**src/design/prmu_pkg.sv**
```systemverilog
`timescale 1ns / 1ps
// ----------------------------------------------------------------------------
// prmu_pkg
// Shared widths, register codes and reset values for the Potts ring
// Metropolis update block.
// ----------------------------------------------------------------------------
package prmu_pkg;

	localparam int SITE_W      = 7;
	localparam int STATE_W     = 4;
	localparam int RAND_W      = 32;
	localparam int THRESH_W    = 33;
	localparam int DELTA_W     = 3;
	localparam int ENERGY_W    = 8;
	localparam int IN_TDATA_W  = 48;
	localparam int OUT_TDATA_W = 16;
	localparam int CFG_IDX_W   = 3;
	localparam int THRESH_N    = 5;

	// register index; also the threshold slot for energy change + 2
	typedef enum logic [CFG_IDX_W-1:0] {
		REG_DELTA_MINUS2 = 3'd0,
		REG_DELTA_MINUS1 = 3'd1,
		REG_DELTA_ZERO   = 3'd2,
		REG_DELTA_PLUS1  = 3'd3,
		REG_DELTA_PLUS2  = 3'd4
	} reg_idx_t;

	localparam logic [THRESH_W-1:0] THRESH_RST_MINUS2 = 33'd4294967296;
	localparam logic [THRESH_W-1:0] THRESH_RST_MINUS1 = 33'd4294967296;
	localparam logic [THRESH_W-1:0] THRESH_RST_ZERO   = 33'd4294967296;
	localparam logic [THRESH_W-1:0] THRESH_RST_PLUS1  = 33'd1580030169;
	localparam logic [THRESH_W-1:0] THRESH_RST_PLUS2  = 33'd581260615;

endpackage

```
**src/design/prmu_spin_ram.sv**
```systemverilog
`timescale 1ns / 1ps
// ----------------------------------------------------------------------------
// prmu_spin_ram
// One copy of the spin store: one write port, one read port with
// registered read data.
// ----------------------------------------------------------------------------
module prmu_spin_ram #(
	parameter int DEPTH = 128,
	parameter int AW    = 7,
	parameter int DW    = 4
) (
	input  logic          clk,
	input  logic          we,
	input  logic [AW-1:0] waddr,
	input  logic [DW-1:0] wdata,
	input  logic          re,
	input  logic [AW-1:0] raddr,
	output logic [DW-1:0] rdata
);

	logic [DW-1:0] mem [DEPTH];

	always_ff @(posedge clk) begin
		if (we) begin
			mem[waddr] <= wdata;
		end
	end

	always_ff @(posedge clk) begin
		if (re) begin
			rdata <= mem[raddr];
		end
	end

endmodule

```
**src/design/potts_ring_metropolis_update.sv**
```systemverilog
`timescale 1ns / 1ps
// ----------------------------------------------------------------------------
// potts_ring_metropolis_update
// Metropolis update of a Potts spin ring with running energy. Each
// transaction proposes a spin value for one site; the block works out the
// energy change from both ring neighbors, tests it against a threshold and
// writes the site on acceptance.
// ----------------------------------------------------------------------------
// channel  dir  handshake         payload
// s_       in   s_tvalid/s_tready tuser: func; tdata: site, new_state, random_frac
// m_       out  m_tvalid/m_tready tuser: accepted; tdata: energy_delta, energy_now
// cfg_     in   cfg_we            cfg_index, cfg_wdata (threshold registers)
//
// one transaction per cycle sustained while the output is not stalled; the spin read
// goes into stage 1, then the decision and write into the output register.
// the site/neighbor reads come from three copies of the spin store; a write
// made at the edge of a read is forwarded into stage 1.
// reset: spins read as zero through per-site valid bits, energy is -SITES,
// thresholds take their defaults. no clearing pass.
// a stalled output holds stage 1; input keeps flowing while stage 1 moves.
// ----------------------------------------------------------------------------
module potts_ring_metropolis_update #(
	parameter int SITES      = 128,
	parameter int MAX_STATES = 16
) (
	input  logic                                 clk,
	input  logic                                 arst_n,
	input  logic                                 s_tvalid,
	output logic                                 s_tready,
	// [6:0] site, [10:7] new_state, [42:11] random_frac, rest zero
	input  logic [prmu_pkg::IN_TDATA_W-1:0]      s_tdata,
	// [0] func
	input  logic                                 s_tuser,
	output logic                                 m_tvalid,
	input  logic                                 m_tready,
	// [2:0] energy_delta, [10:3] energy_now, rest zero
	output logic [prmu_pkg::OUT_TDATA_W-1:0]     m_tdata,
	// [0] accepted
	output logic                                 m_tuser,
	input  logic                                 cfg_we,
	input  logic [prmu_pkg::CFG_IDX_W-1:0]       cfg_index,
	input  logic [prmu_pkg::THRESH_W-1:0]        cfg_wdata
);

	import prmu_pkg::*;

	localparam int AW  = (SITES > 1) ? $clog2(SITES) : 1;
	localparam int SPW = (MAX_STATES > 1) ? $clog2(MAX_STATES) : 1;
	localparam int EW  = $clog2(SITES + 1) + 1;

	// input field split
	logic [SITE_W-1:0]  in_site;
	logic [STATE_W-1:0] in_nv;
	logic [RAND_W-1:0]  in_rnd;
	logic [AW-1:0]      in_addr;
	logic [AW-1:0]      in_right;
	logic [AW-1:0]      in_left;
	logic               in_range;
	logic               in_fire;

	assign in_site  = s_tdata[SITE_W-1:0];
	assign in_nv    = s_tdata[SITE_W+STATE_W-1:SITE_W];
	assign in_rnd   = s_tdata[SITE_W+STATE_W+RAND_W-1:SITE_W+STATE_W];
	assign in_addr  = AW'(in_site);
	assign in_right = (in_addr == AW'(SITES - 1)) ? '0 : in_addr + AW'(1);
	assign in_left  = (in_addr == '0) ? AW'(SITES - 1) : in_addr - AW'(1);
	assign in_range = (32'(in_site) < 32'(SITES)) && (32'(in_nv) < 32'(MAX_STATES));
	assign in_fire  = s_tvalid && s_tready;

	// stage 1
	logic               vld_s1;
	logic               func_s1;
	logic               range_s1;
	logic [AW-1:0]      addr_s1;
	logic [AW-1:0]      right_s1;
	logic [AW-1:0]      left_s1;
	logic [STATE_W-1:0] nv_s1;
	logic [RAND_W-1:0]  rnd_s1;
	logic               ov_vld_s1;
	logic               rv_vld_s1;
	logic               lv_vld_s1;
	logic [SPW-1:0]     ov_ram;
	logic [SPW-1:0]     rv_ram;
	logic [SPW-1:0]     lv_ram;

	// last spin write, for forwarding into a read made at the same edge
	logic               wr_vld_q;
	logic [AW-1:0]      wr_addr_q;
	logic [SPW-1:0]     wr_data_q;

	logic [SITES-1:0]   spin_vld_q;
	logic signed [EW-1:0] energy_q;
	logic [THRESH_W-1:0]  thresh_q [THRESH_N];

	logic               out_vld_q;
	logic               out_acc_q;
	logic signed [DELTA_W-1:0]  out_delta_q;
	logic signed [ENERGY_W-1:0] out_energy_q;

	logic               s1_fire;
	logic [SPW-1:0]     ov;
	logic [SPW-1:0]     rv;
	logic [SPW-1:0]     lv;
	logic [SPW-1:0]     nv;
	logic signed [DELTA_W-1:0] delta_raw;
	logic signed [DELTA_W-1:0] delta;
	logic [CFG_IDX_W-1:0] thr_idx;
	logic [THRESH_W-1:0]  thr;
	logic               accept;
	logic signed [EW-1:0] energy_next;

	assign s1_fire  = vld_s1 && (!out_vld_q || m_tready);
	assign s_tready = !vld_s1 || s1_fire;

	prmu_spin_ram #(.DEPTH(SITES), .AW(AW), .DW(SPW)) u_ram_site (
		.clk   (clk),
		.we    (s1_fire && accept),
		.waddr (addr_s1),
		.wdata (nv),
		.re    (in_fire),
		.raddr (in_addr),
		.rdata (ov_ram)
	);

	prmu_spin_ram #(.DEPTH(SITES), .AW(AW), .DW(SPW)) u_ram_right (
		.clk   (clk),
		.we    (s1_fire && accept),
		.waddr (addr_s1),
		.wdata (nv),
		.re    (in_fire),
		.raddr (in_right),
		.rdata (rv_ram)
	);

	prmu_spin_ram #(.DEPTH(SITES), .AW(AW), .DW(SPW)) u_ram_left (
		.clk   (clk),
		.we    (s1_fire && accept),
		.waddr (addr_s1),
		.wdata (nv),
		.re    (in_fire),
		.raddr (in_left),
		.rdata (lv_ram)
	);

	always_ff @(posedge clk or negedge arst_n) begin
		if (!arst_n) begin
			vld_s1 <= 1'b0;
		end else if (s_tready) begin
			vld_s1 <= s_tvalid;
		end
	end

	always_ff @(posedge clk) begin
		if (in_fire) begin
			func_s1   <= s_tuser;
			range_s1  <= in_range;
			addr_s1   <= in_addr;
			right_s1  <= in_right;
			left_s1   <= in_left;
			nv_s1     <= in_nv;
			rnd_s1    <= in_rnd;
			ov_vld_s1 <= spin_vld_q[in_addr];
			rv_vld_s1 <= spin_vld_q[in_right];
			lv_vld_s1 <= spin_vld_q[in_left];
		end
	end

	// spin values seen by stage 1, with the forwarded write on top
	always_comb begin
		ov = ov_vld_s1 ? ov_ram : '0;
		rv = rv_vld_s1 ? rv_ram : '0;
		lv = lv_vld_s1 ? lv_ram : '0;
		if (wr_vld_q && wr_addr_q == addr_s1) begin
			ov = wr_data_q;
		end
		if (wr_vld_q && wr_addr_q == right_s1) begin
			rv = wr_data_q;
		end
		if (wr_vld_q && wr_addr_q == left_s1) begin
			lv = wr_data_q;
		end
	end

	assign nv = SPW'(nv_s1);

	assign delta_raw = $signed({2'b00, ov == rv}) + $signed({2'b00, ov == lv})
		- $signed({2'b00, nv == rv}) - $signed({2'b00, nv == lv});
	assign delta     = range_s1 ? delta_raw : '0;
	assign thr_idx   = CFG_IDX_W'(delta + 3'sd2);

	always_comb begin
		case (thr_idx)
			REG_DELTA_MINUS2: thr = thresh_q[REG_DELTA_MINUS2];
			REG_DELTA_MINUS1: thr = thresh_q[REG_DELTA_MINUS1];
			REG_DELTA_ZERO:   thr = thresh_q[REG_DELTA_ZERO];
			REG_DELTA_PLUS1:  thr = thresh_q[REG_DELTA_PLUS1];
			REG_DELTA_PLUS2:  thr = thresh_q[REG_DELTA_PLUS2];
			default:          thr = thresh_q[REG_DELTA_ZERO];
		endcase
	end

	assign accept      = range_s1 && (func_s1 || ({1'b0, rnd_s1} < thr));
	assign energy_next = accept ? energy_q + EW'(delta) : energy_q;

	always_ff @(posedge clk or negedge arst_n) begin
		if (!arst_n) begin
			spin_vld_q <= '0;
			energy_q   <= -EW'(SITES);
			wr_vld_q   <= 1'b0;
		end else if (s1_fire) begin
			energy_q <= energy_next;
			wr_vld_q <= accept;
			if (accept) begin
				spin_vld_q[addr_s1] <= 1'b1;
			end
		end
	end

	always_ff @(posedge clk) begin
		if (s1_fire) begin
			wr_addr_q <= addr_s1;
			wr_data_q <= nv;
		end
	end

	always_ff @(posedge clk or negedge arst_n) begin
		if (!arst_n) begin
			thresh_q[REG_DELTA_MINUS2] <= THRESH_RST_MINUS2;
			thresh_q[REG_DELTA_MINUS1] <= THRESH_RST_MINUS1;
			thresh_q[REG_DELTA_ZERO]   <= THRESH_RST_ZERO;
			thresh_q[REG_DELTA_PLUS1]  <= THRESH_RST_PLUS1;
			thresh_q[REG_DELTA_PLUS2]  <= THRESH_RST_PLUS2;
		end else if (cfg_we) begin
			unique case (cfg_index)
				REG_DELTA_MINUS2: thresh_q[REG_DELTA_MINUS2] <= cfg_wdata;
				REG_DELTA_MINUS1: thresh_q[REG_DELTA_MINUS1] <= cfg_wdata;
				REG_DELTA_ZERO:   thresh_q[REG_DELTA_ZERO]   <= cfg_wdata;
				REG_DELTA_PLUS1:  thresh_q[REG_DELTA_PLUS1]  <= cfg_wdata;
				REG_DELTA_PLUS2:  thresh_q[REG_DELTA_PLUS2]  <= cfg_wdata;
				default: ;
			endcase
		end
	end

	// output register
	always_ff @(posedge clk or negedge arst_n) begin
		if (!arst_n) begin
			out_vld_q <= 1'b0;
		end else if (s1_fire) begin
			out_vld_q <= 1'b1;
		end else if (m_tready) begin
			out_vld_q <= 1'b0;
		end
	end

	always_ff @(posedge clk) begin
		if (s1_fire) begin
			out_acc_q    <= accept;
			out_delta_q  <= delta;
			out_energy_q <= ENERGY_W'(energy_next);
		end
	end

	assign m_tvalid = out_vld_q;
	assign m_tuser  = out_acc_q;
	assign m_tdata  = {{(OUT_TDATA_W - DELTA_W - ENERGY_W){1'b0}}, out_energy_q, out_delta_q};

endmodule
```
**config.mk**
```make
export PLATFORM = sky130hd
export DESIGN_NAME = potts_ring_metropolis_update
export DESIGN_NICKNAME = d
export VERILOG_FILES = /design/src/design/prmu_pkg.sv /design/src/design/prmu_spin_ram.sv /design/src/design/potts_ring_metropolis_update.sv
export SDC_FILE = /design/constraint.sdc
export NUM_CORES = 2
export LEC_CHECK = 0
export BUFFER_PORTS_ARGS = -buffer_cell sky130_fd_sc_hd__buf_2
export CAP_MARGIN = 10
export CORE_MARGIN = 3
export CORE_UTILIZATION = 50
export CTS_BUF_LIST = sky130_fd_sc_hd__clkbuf_8
export DETAILED_ROUTE_END_ITERATION = 10
export PLACE_DENSITY_LB_ADDON = 0.25
export SLEW_MARGIN = 20
export SYNTH_ARGS = -nofsm -noshare
export SYNTH_HDL_FRONTEND = slang
export SYNTH_HIERARCHICAL = 1
export SYNTH_SLANG_ARGS = --single-unit
```
**constraint.sdc**
```tcl
create_clock -name clk -period 19.1 [get_ports clk]
set_clock_uncertainty 0.1 [all_clocks]
set_input_delay 3.82 -clock clk [delete_from_list [all_inputs] [get_ports clk]]
set_output_delay 3.82 -clock clk [all_outputs]
set_load 0.02 [all_outputs]
```
==> results.ini <==
[run_status]
status = finished clean

[yosys]
yosysTopAreaCellShare_pct = 60.7
synth_warnings = 6
seq_area_frac_synth_pct = 70.1
synth_top_area_cell = edfxtp_1
synth_ff_type = edfxtp_1
synth.avg_cell_area_sq_um = 18.4
synth_edf_count = 1632
synth.top_cells.by_count = edfxtp_1, mux4_2, nor2_1
syn_area_sq_um = 80800
postSynthCellCount = 4397
synth.most_common_cell = edfxtp_1
async_flop_share_pct = 15.7
synth.area.top_cells = edfxtp_1, mux4_2, dfrtp_1
synth_seq_cells = 1936
ys_types = 73

[drt]
drt_iter0_drc = 4473
wire_per_inst_um = 26.6
vias = 43000
via_per_inst = 6.10
drc_errors = 0
routed_wl_mm = 187
drt_first_pass_iters = 8
drtAntennaViolNets = 0

[global_routing]
busiest_layer = met2
grt_pass1_wl_mm = 284
gr-usage-met1_pct = 32.4
grt_use_total_pct = 22.5
use_met2_pct = 35.6
grt_pass1_vias = 43900
overflow = 0
use_met3_pct = 4.30
grt_max_degree = 239
antenna_found_initial = 6

[placement]
dp.cells = 6472
portBuffers = 98
dpl.hpwl_mm = 108
dpl_worst_slack_ns = 9.16
place_congestion = 0.823

[timing]
grt_setup_unrepaired = no
final_max_slew_viol_count = 0
worst_pin_slew_ns = 1.35
slew_headroom_pct = 9.60
fmax_mhz = 103
layout_min_cycle_time_ns = 9.75
setup_viol = 0
setup_tns_ns = 0
fin_crit_sh_pct = 51.0
hold_violations = 0
setup_ws_ns = 9.35

[floorplan]
start_util_pct = 50.6
fp.dieH_um = 408
num_io_pins = 109
core_region_area_sq_um = 159000
dieArea_sq_um = 166000
dieWidth_um = 408
rows = 146

[finish]
area_growth_pct = 10.8
seq_area_sq_um = 56700
fin_nets = 4797
fillCellCount = 12200
drive_above_1_share_pct = 27.6
instances_no_fill = 7042
multiInputGateArea_sq_um = 23000
fin_util_pct = 56.1

[cts]
clock_path_buffers = 4
cts-root-buf = clkbuf_8
clkSinkCount = 1936
cts_htree_levels = 5
cts_made_buffers = 332
cts_resized = 0
cts_hold_buffers = 0
tritoncts = yes
postCtsSetupBuffers = 0
clk_latency_ns = 1.01
clk_pin_slew_ns = 0.06

[worst_setup_path]
cp_slowest_cell = edfxtp_1
critPathTopFamily = simple AND/OR/NAND/NOR gates
max_stage_delay_ns = 0.86
arrival_ns = 10.29
crit_fanout = 44
crit_buf_inv = 6
crit_type = reg2reg
crit_path_end_kind = flop
critPathRequiredTime_ns = 19.64
crit_top_cell = nor2_1
startpoint_type = flop

[power]
p_per_area_nw_per_um2 = 107
p_leak_nw = 30.7
vdd_drop_max_mv = 0.0825
total_power_mw = 9.55

[run]
cap_violations = 0

[hold_path]
hold_class = reg2reg

==> flip-flops by register name (all words and copies together), names as in the netlist, 3 cells and up <==
signal / flops
spin_vld_q: 128
rnd_s1: 32
u_ram_right/mem: 512
u_ram_left/rdata: 4
wr_addr_q: 7
right_s1: 7
u_ram_left/mem: 512
left_s1: 7
energy_q: 8
out_delta_q: 3
u_ram_right/rdata: 4
u_ram_site/rdata: 4
thresh_q: 165
u_ram_site/mem: 512
addr_s1: 7
out_energy_q: 8
nv: 4
wr_data_q: 4
==> cell type report <==
cell class,count,share of cell area (%)
clock buffers,348,5.35
repair buffers,180,1.36
inverters,19,0.0881
clock inverters,215,1.09
diodes,6,0.0168
multi-input cells,2192,25.8
well taps,2146,3.00
flip-flops and latches,1936,63.3
==> worst register-to-register path: cells and delay by family, from the launching register on <==
family                     cells  cell delay, ns
DFF                            1            0.86
xor gates and xnor gates       2            0.35
buffers and inverters          6            1.66
and+or+nand+nor               12            3.97
AOI/OAI and AO/OA              8            1.49
adders and majority gates      3            0.97
==> cells in the final DEF (no fill, tap or decap), drive strengths merged, types with 17 or more instances in the layout <==
master and instances:
a21o 137, a21oi 69, a22oi 24, buf 180, clkbuf 348, clkinv 88, dfrtp 269, dfstp 35
edfxtp 1632, ha 44, inv 136, mux2 193, mux2i 88, mux4 545, nand2 220, nand2b 17
nand3 46, nand4 23, nor2 415, nor2b 25, nor3 41, nor4 21, o21ai 102, o22ai 25
xnor2 42
==> path summary, 6_finish.rpt <==
| check | start | end | slack (ns) | cells past startpoint |
|---|---|---|---|---|
| setup / recovery | addr_s1[4] | u_ram_site/mem[126][2] | 9.35 | 31 |
| hold / removal | vld_s1 | m_tvalid | 0.40 | 1 |
| setup reg to reg | addr_s1[4] | u_ram_site/mem[126][2] | 9.35 | 31 |
| hold reg to reg | vld_s1 | m_tvalid | 0.40 | 1 |
| max in group asynchronous | arst_n | spin_vld_q[96] | 13.80 | 3 |
| min in group asynchronous | arst_n | thresh_q[102] | 2.78 | 1 |
==> per-stage QoR <==
stage | hold slack, ns | cell area, sq um
detailed placement | 0.375 | 83600
finish | 0.396 | 89500
global route | 0.409 | 89500
CTS | 0.391 | 89400
global placement | 0.370 | 83600
floorplan | 0.357 | 80800
==> metal layers <==
layer / part of all wire, % / up-vias
met5: 0.0085 / -
met4: 2.2 / 2
met2: 49 / 1735
met3: 7.2 / 346
li1: - / 18200
met1: 42 / 22600
==> power breakdown <==
part | switching (mW) | internal (mW)
combinational | 0.769 | 0.546
sequential | 0.117 | 4.80
clock | 1.59 | 1.72
total | 2.48 | 7.07
==> logic make-up after synthesis <==
group,share of synthesized area (%)
xor gates and xnor gates,0.562
buffers and inverters,1.53
DFF,70.1
other,0.00464
AOI/OAI and AO/OA,3.53
and+or+nand+nor,4.48
muxes,19.0
adders and majority gates,0.731
Note: power is estimated with default switching activity, not from simulation.
